`config.mk`:
```
export PLATFORM = sky130hd
export DESIGN_NAME = task_supervised_watchdog
export DESIGN_NICKNAME = d
export VERILOG_FILES = /design/src/hdl/tswd_pkg.sv /design/src/hdl/task_supervised_watchdog.sv /design/src/hdl/tswd_in_stage.sv /design/src/hdl/tswd_core.sv
export SDC_FILE = /design/constraint.sdc
export NUM_CORES = 1
export LEC_CHECK = 0
export ABC_AREA = 1
export BUFFER_PORTS_ARGS = -buffer_cell sky130_fd_sc_hd__buf_4
export CAP_MARGIN = 20
export CORE_UTILIZATION = 36
export DETAILED_ROUTE_END_ITERATION = 7
export GPL_ROUTABILITY_DRIVEN = 0
export SYNTH_ARGS = -nofsm -noshare
export SYNTH_HDL_FRONTEND = slang
export SYNTH_SLANG_ARGS = --single-unit
```
`constraint.sdc`:
```
create_clock -name clk -period 13.4 [get_ports clk]
set_input_delay 0.67 -clock clk [delete_from_list [all_inputs] [get_ports clk]]
set_output_delay 0.67 -clock clk [all_outputs]
set_load 0.02 [all_outputs]
```
`src/hdl/tswd_pkg.sv`:
```
// ---------------------------------------------------------------------------
// tswd_pkg
// Shared types and constants for the task supervised watchdog.
// ---------------------------------------------------------------------------
package tswd_pkg;

  localparam int unsigned   WORD_W         = 32;
  localparam int unsigned   ACTION_W       = 3;
  localparam int unsigned   TASK_W         = 5;
  localparam int unsigned   NUM_TASKS      = 32;
  localparam int unsigned   SLOW_CLOCK_HZ  = 32768;
  localparam int unsigned   DEFAULT_SECS   = 10;
  localparam logic [31:0]   TIMEOUT_RESET  = 32'(SLOW_CLOCK_HZ * DEFAULT_SECS);
  localparam logic [31:0]   MIN_TICKS      = 32'd15;
  localparam logic [31:0]   RELOAD_MAGIC   = 32'h6E52_4635;

  localparam logic [2:0] ACT_TICK     = 3'd0;
  localparam logic [2:0] ACT_START    = 3'd1;
  localparam logic [2:0] ACT_REGISTER = 3'd2;
  localparam logic [2:0] ACT_UNREG    = 3'd3;
  localparam logic [2:0] ACT_FEED     = 3'd4;
  localparam logic [2:0] ACT_RELOAD   = 3'd5;

  typedef struct packed {
    logic [ACTION_W-1:0] action;
    logic [TASK_W-1:0]   task_id;
    logic [WORD_W-1:0]   reload_word;
  } item_t;

  typedef struct packed {
    logic              timeout;
    logic              kicked;
    logic              is_running;
    logic [WORD_W-1:0] registered_now;
    logic [WORD_W-1:0] fed_now;
    logic [WORD_W-1:0] remaining;
  } result_t;

endpackage

```
`src/hdl/task_supervised_watchdog.sv`:
```
// ---------------------------------------------------------------------------
// task_supervised_watchdog
// Watchdog timer kept alive by up to 32 supervised tasks.
// ---------------------------------------------------------------------------
//  channel | direction | handshake           | payload
//  in_     | in        | in_valid / in_stall | action, task_id, reload_word
//  out_    | out       | out_valid/out_stall | timeout, kicked, is_running, masks, remaining
//  cfg_    | in        | cfg_valid/cfg_ready | cfg_data (timeout_ticks)
//
// One event per clock sustained while out_stall is low. The input transfer loads
// the input register; the state update then loads the result register, from
// which the result transfers.
// The state update is a single pass: mask logic plus one 32-bit decrement.
// A stalled result holds while the input register still takes one event.
// Synchronous active-low reset clears state; timeout_ticks resets to 327680.
// ---------------------------------------------------------------------------
module task_supervised_watchdog
  import tswd_pkg::*;
(
  input  logic                clk,
  input  logic                rst_n,
  input  logic                in_valid,
  output logic                in_stall,
  input  logic [ACTION_W-1:0] in_action,
  input  logic [TASK_W-1:0]   in_task_id,
  input  logic [WORD_W-1:0]   in_reload_word,
  output logic                out_valid,
  input  logic                out_stall,
  output logic                out_timeout,
  output logic                out_kicked,
  output logic                out_is_running,
  output logic [WORD_W-1:0]   out_registered_now,
  output logic [WORD_W-1:0]   out_fed_now,
  output logic [WORD_W-1:0]   out_remaining,
  input  logic                cfg_valid,
  output logic                cfg_ready,
  input  logic [WORD_W-1:0]   cfg_data
);

  item_t   in_item, item;
  logic    item_valid, advance;
  result_t result, result_r;
  logic    out_valid_r, out_valid_nxt;

  assign in_item = '{action: in_action, task_id: in_task_id, reload_word: in_reload_word};

  // event moves on when the result register is empty or being drained
  assign advance       = item_valid & (~out_valid_r | ~out_stall);
  assign out_valid_nxt = advance | (out_valid_r & out_stall);
  assign cfg_ready     = 1'b1;

  tswd_in_stage u_in_stage (
    .clk        (clk),
    .rst_n      (rst_n),
    .in_valid   (in_valid),
    .in_stall   (in_stall),
    .in_item    (in_item),
    .advance    (advance),
    .item_valid (item_valid),
    .item       (item)
  );

  tswd_core u_core (
    .clk      (clk),
    .rst_n    (rst_n),
    .cfg_we   (cfg_valid & cfg_ready),
    .cfg_data (cfg_data),
    .advance  (advance),
    .item     (item),
    .result   (result)
  );

  always_ff @(posedge clk) begin
    if (!rst_n) begin
      out_valid_r <= 1'b0;
    end else begin
      out_valid_r <= out_valid_nxt;
    end
  end

  always_ff @(posedge clk) begin
    if (advance) begin
      result_r <= result;
    end
  end

  assign out_valid          = out_valid_r;
  assign out_timeout        = result_r.timeout;
  assign out_kicked         = result_r.kicked;
  assign out_is_running     = result_r.is_running;
  assign out_registered_now = result_r.registered_now;
  assign out_fed_now        = result_r.fed_now;
  assign out_remaining      = result_r.remaining;

endmodule

```
`src/hdl/tswd_in_stage.sv`:
```
// ---------------------------------------------------------------------------
// tswd_in_stage
// Input register: holds one event until the core consumes it.
// ---------------------------------------------------------------------------
module tswd_in_stage
  import tswd_pkg::*;
(
  input  logic  clk,
  input  logic  rst_n,
  input  logic  in_valid,
  output logic  in_stall,
  input  item_t in_item,
  input  logic  advance,
  output logic  item_valid,
  output item_t item
);

  logic  valid_r, valid_nxt;
  item_t item_r;

  // stage frees up whenever its content moves on this cycle
  assign in_stall  = valid_r & ~advance;
  assign valid_nxt = in_stall ? valid_r : in_valid;

  always_ff @(posedge clk) begin
    if (!rst_n) begin
      valid_r <= 1'b0;
    end else begin
      valid_r <= valid_nxt;
    end
  end

  always_ff @(posedge clk) begin
    if (in_valid && !in_stall) begin
      item_r <= in_item;
    end
  end

  assign item_valid = valid_r;
  assign item       = item_r;

endmodule

```
`src/hdl/tswd_core.sv`:
```
// ---------------------------------------------------------------------------
// tswd_core
// Watchdog state (masks, down counter, running flag, reload register) and
// the single-pass update for one event.
// ---------------------------------------------------------------------------
module tswd_core
  import tswd_pkg::*;
(
  input  logic              clk,
  input  logic              rst_n,
  input  logic              cfg_we,
  input  logic [WORD_W-1:0] cfg_data,
  input  logic              advance,
  input  item_t             item,
  output result_t           result
);

  logic [WORD_W-1:0] timeout_ticks_r;
  logic [WORD_W-1:0] reg_mask_r, reg_mask_nxt;
  logic [WORD_W-1:0] fed_mask_r, fed_mask_nxt;
  logic [WORD_W-1:0] count_r, count_nxt;
  logic              running_r, running_nxt;

  logic [WORD_W-1:0] reload_val;
  logic [WORD_W-1:0] task_bit;
  logic [WORD_W-1:0] reg_upd, fed_upd;
  logic              task_ok;
  logic              all_fed;
  logic              timeout, kicked;

  assign reload_val = (timeout_ticks_r < MIN_TICKS) ? MIN_TICKS : timeout_ticks_r;
  assign task_ok    = 7'(item.task_id) < 7'(NUM_TASKS);
  assign task_bit   = task_ok ? (WORD_W'(1) << item.task_id) : '0;

  // masks as they stand after an unregister or a feed, before the all-fed check
  always_comb begin
    reg_upd = reg_mask_r;
    fed_upd = fed_mask_r;
    if (item.action == ACT_UNREG) begin
      reg_upd = reg_mask_r & ~task_bit;
      fed_upd = fed_mask_r & ~task_bit;
    end else begin
      fed_upd = fed_mask_r | task_bit;
    end
  end

  assign all_fed = (fed_upd & reg_upd) == reg_upd;

  always_comb begin
    reg_mask_nxt = reg_mask_r;
    fed_mask_nxt = fed_mask_r;
    count_nxt    = count_r;
    running_nxt  = running_r;
    timeout      = 1'b0;
    kicked       = 1'b0;
    unique case (item.action)
      ACT_TICK: begin
        if (running_r) begin
          if (count_r <= WORD_W'(1)) begin
            reg_mask_nxt = '0;
            fed_mask_nxt = '0;
            count_nxt    = '0;
            running_nxt  = 1'b0;
            timeout      = 1'b1;
          end else begin
            count_nxt = count_r - WORD_W'(1);
          end
        end
      end
      ACT_START: begin
        if (!running_r) begin
          count_nxt   = reload_val;
          running_nxt = 1'b1;
        end
      end
      ACT_REGISTER: begin
        reg_mask_nxt = reg_mask_r | task_bit;
      end
      ACT_UNREG, ACT_FEED: begin
        if (task_ok) begin
          reg_mask_nxt = reg_upd;
          fed_mask_nxt = all_fed ? '0 : fed_upd;
          if (all_fed && running_r) begin
            count_nxt = reload_val;
            kicked    = 1'b1;
          end
        end
      end
      ACT_RELOAD: begin
        if (running_r && item.reload_word == RELOAD_MAGIC) begin
          count_nxt = reload_val;
          kicked    = 1'b1;
        end
      end
      default: begin
      end
    endcase
  end

  always_ff @(posedge clk) begin
    if (!rst_n) begin
      timeout_ticks_r <= TIMEOUT_RESET;
      reg_mask_r      <= '0;
      fed_mask_r      <= '0;
      count_r         <= '0;
      running_r       <= 1'b0;
    end else begin
      if (cfg_we) begin
        timeout_ticks_r <= cfg_data;
      end
      if (advance) begin
        reg_mask_r <= reg_mask_nxt;
        fed_mask_r <= fed_mask_nxt;
        count_r    <= count_nxt;
        running_r  <= running_nxt;
      end
    end
  end

  assign result = '{timeout:        timeout,
                    kicked:         kicked,
                    is_running:     running_nxt,
                    registered_now: reg_mask_nxt,
                    fed_now:        fed_mask_nxt,
                    remaining:      count_nxt};

endmodule

```
==> impl_results.md <==
* Synth async-reset ratio at 0%
* Flop-to-flop setup slack at 9.04 ns
* Final Cell Area at 16590 sq um
* Placed cells at 2435
* Number of flops mapped to enable cells by yosys at 139
* Max Used Layer: met4
* Setup Skew at 0.02672 ns
* Root Driver: clkbuf_16
* Critical path buffers and inverters at 5
* RSZ-0062 raised after global routing: false
* Met2 wire len at 18.25 mm
* Layout overhead on the synthesized area at 19.33%
* Power per cell area at 131.3 nW/um^2
* R2R Path Start: u_core.running_r
* DP Worst Slack at 9.178 ns
* Peak supply drop at 0.1058 mV
* Register area at 6797 sq um
* Worst Hold End: u_in_stage.item[37]
* Final setup margin at 9.038 ns
* DR vias/cell at 5.185
* Post-DRT Antenna Nets at 0
* Die Height at 198.5 um
* Port Buffer Count at 177
* Overall Global Routing Usage at 20.97%
* DP Wirelength at 28.23 mm
* Initial Util at 36.73%
* Clk Latency, worst-skew pair at 0.58 ns
* Worst slew margin at 24.09%
* CP max FO at 44
* Largest cells by area after synthesis: edfxtp_1 (30%), dfxtp_1 (19%), nand2_1 (8.3%)
* Fin Hold WS at 0.2639 ns
* Max-cap violation count at 0
* Post-route non-filler standard cell count at 2493
* Leading area contributor after synthesis: edfxtp_1
* Fin crit share at 32.55%
* Critical path, cell by cell: buf_4 -> nand3_1 -> nand2_2 -> inv_2 -> a21oi_4 -> buf_4 -> inv_1 -> o21ai_0 -> o21ai_0 -> o21ai_1 -> inv_1
* Synth Cell Area at 13900 sq um
* HP Class: input pin to flip-flop
* M1 wire length at 19.32 mm
* Avg Cell Area, Syn at 7.551 sq um
* H-Tree Depth at 1
* Critical Path Source Type: flip-flop
* Synth Warn # at 0
* Slew @ Worst Pin at 1.135 ns
* Routed wire length at 41.99 mm
* Period minus WS final at 4.362 ns
* Largest net degree at the start of global routing at 112
* Final Setup Violations at 0
* Post-synth top cells: nand2_1 (307), inv_1 (230), nor2_1 (220)
* Arrival time worst endpoint at 4.82 ns
* Number of global-route vias before repair at 11780
* Routed vias at 12930
* Grt ovf at 0
* Syn_nets at 1920
* Rows at 71
* DIE AREA at 39400 sq um
* Cts repair resizes at 0
* Data required, critical path at 13.86 ns
* Post-CTS setup buffer count at 0
* Clk slew on worst S/H paths at 0.06 ns
* Clock buffer count from CTS at 31
* Met3 WL post-DR at 3.527 mm
* Area occupied by multi-input gates at 5768 sq um
* Fraction of final layout cells sized beyond drive strength 1 at 13.42%
* FF-to-FF path depth at 11
* Initial DRC count at 1131
* Initial antenna violation count at 0
* Leak pwr at 7.462 nW
* Post-synth top flop: edfxtp_1
* Ant diodes at 0
* Clk buf depth at 3
* Fillers at 3864
* Fin nets at 2036
* CP top delay family: buffers and inverters
* Average wire per standard cell at 16.84 um
* CTS Sinks at 270
* Slowest cell on crit path: dfxtp_1
* Register bit total from synthesis at 270
* Core ar. at 37840 sq um
* Top-area cell type share of the netlist area at 30.03%
* Hold path cells at 1
* Area after DPL at 15550 sq um
* Residual DRC count at 0
* Crit end category: flip-flop
* Setup TNS at 0 ns
* Status: completed
* Critical path class: flip-flop to flip-flop
* Worst path max stage delay at 0.93 ns
* Cells after synthesis at 1841
* CTS tree: built
* FF-to-FF End: u_core.reg_mask_r[9]
* HP Start: in_action[0]
* Drt pass-1 iters at 6
* First-pass GRT wire length at 65.54 mm
* Most common cell in the netlist: nand2_1
* Sequential share of the synthesized area at 48.89%
* Final Hold Violating Endpoints at 0
* CTS Hold Bufs at 0
* Distinct cells, synth at 36
* Die Wd at 198.5 um
* Final Max Tran Viols at 0
* F_max at 229.2 MHz
* I/O Pins at 179
[flip-flops by register name, indices dropped and copies added (netlist names)]
| register | count |
|---|---|
| u_in_stage.item | 40 |
| u_core.fed_mask_r | 32 |
| u_core.count_r | 32 |
| u_core.timeout_ticks_r | 32 |
| out_fed_now | 32 |
| u_core.running_r | 1 |
| out_is_running | 1 |
| u_in_stage.item_valid | 1 |
| out_remaining | 32 |
| out_registered_now | 32 |
| out_timeout | 1 |
| out_kicked | 1 |
| u_core.reg_mask_r | 32 |
| out_valid | 1 |
[cell usage in the layout, fill, tap and decap left out, types with 9 or more instances in the layout]
master and count:
nor2_1 220, dfxtp_1 131, nor3_1 16, inv_1 228, a21oi_1 126, nand2_1 306, o21ai_1 76, inv_2 10
clkbuf_1 9, edfxtp_1 139, buf_4 190, xor2_1 20, nand3_1 147, o21ai_0 181, clkbuf_16 32, nand4_1 90
[kinds of logic (layout without fill, tap and decap cells)]
logic type,Yosys count,after routing,synth area share (%)
buf+inv,350,491,9.712
compound gates,398,398,14.57
fa+ha+maj,2,2,0.1800
xor+xnor,21,21,1.323
other cells,1,1,0.02698
flops,270,270,48.89
simple gates,799,799,25.29
[per-stage QoR]
step | power, mW | utilization, %
2_1_floorplan | 1.206 | -
3_3_place_gp | 1.323 | 41.08
3_5_place_dp | 1.328 | 41.08
4_1_cts | 2.198 | 43.83
5_1_grt | 2.275 | 43.83
6_report | 2.177 | 43.83
[power by group]
| group | internal (mW) | leakage [nW] | switching [mW] | total (mW) |
|---|---|---|---|---|
| clock | 0.517 | 0.504 | 0.345 | 0.862 |
| combinational | 0.108 | 4.54 | 0.240 | 0.348 |
| sequential | 0.932 | 2.41 | 0.0355 | 0.967 |
| total | 1.56 | 7.46 | 0.621 | 2.18 |
[worst max path at each step]
stage                     start                     to  slack [ns]  depth (start not counted)
2_1_floorplan         out_stall         out_fed_now[0]        8.62                          6
3_3_place_gp   u_core.running_r   u_core.reg_mask_r[9]        9.21                         11
3_5_place_dp   u_core.running_r   u_core.reg_mask_r[9]        9.18                         11
4_1_cts        u_core.running_r   u_core.reg_mask_r[9]        9.19                         11
5_1_grt        u_core.running_r  u_core.reg_mask_r[26]        8.78                         11
6_report       u_core.running_r   u_core.reg_mask_r[9]        9.04                         11
[per-layer routing]
layer	global-route usage, %	up-vias
met1	30.49	5993
met3	4.086	50
met5	0	-
met2	31.54	504
li1	-	6379
met4	5.584	0
[worst reg2reg max path, stage by stage (launching register included)]
cell	delay (ns)
dfxtp_1	0.93
buf_4	0.49
nand3_1	0.20
nand2_2	0.39
inv_2	0.32
a21oi_4	0.19
buf_4	0.46
inv_1	0.49
o21ai_0	0.27
o21ai_0	0.26
o21ai_1	0.20
inv_1	0.05
[area by class of cell]
class,count,area share [%]
inverter,243,5.529
clock buffer,45,5.363
timing repair buffer,190,8.599
sequential,270,40.97
clock inverter,13,0.9052
tap,511,3.855
multi-input combinational,1221,34.77
(Power assumes the default switching activity.)
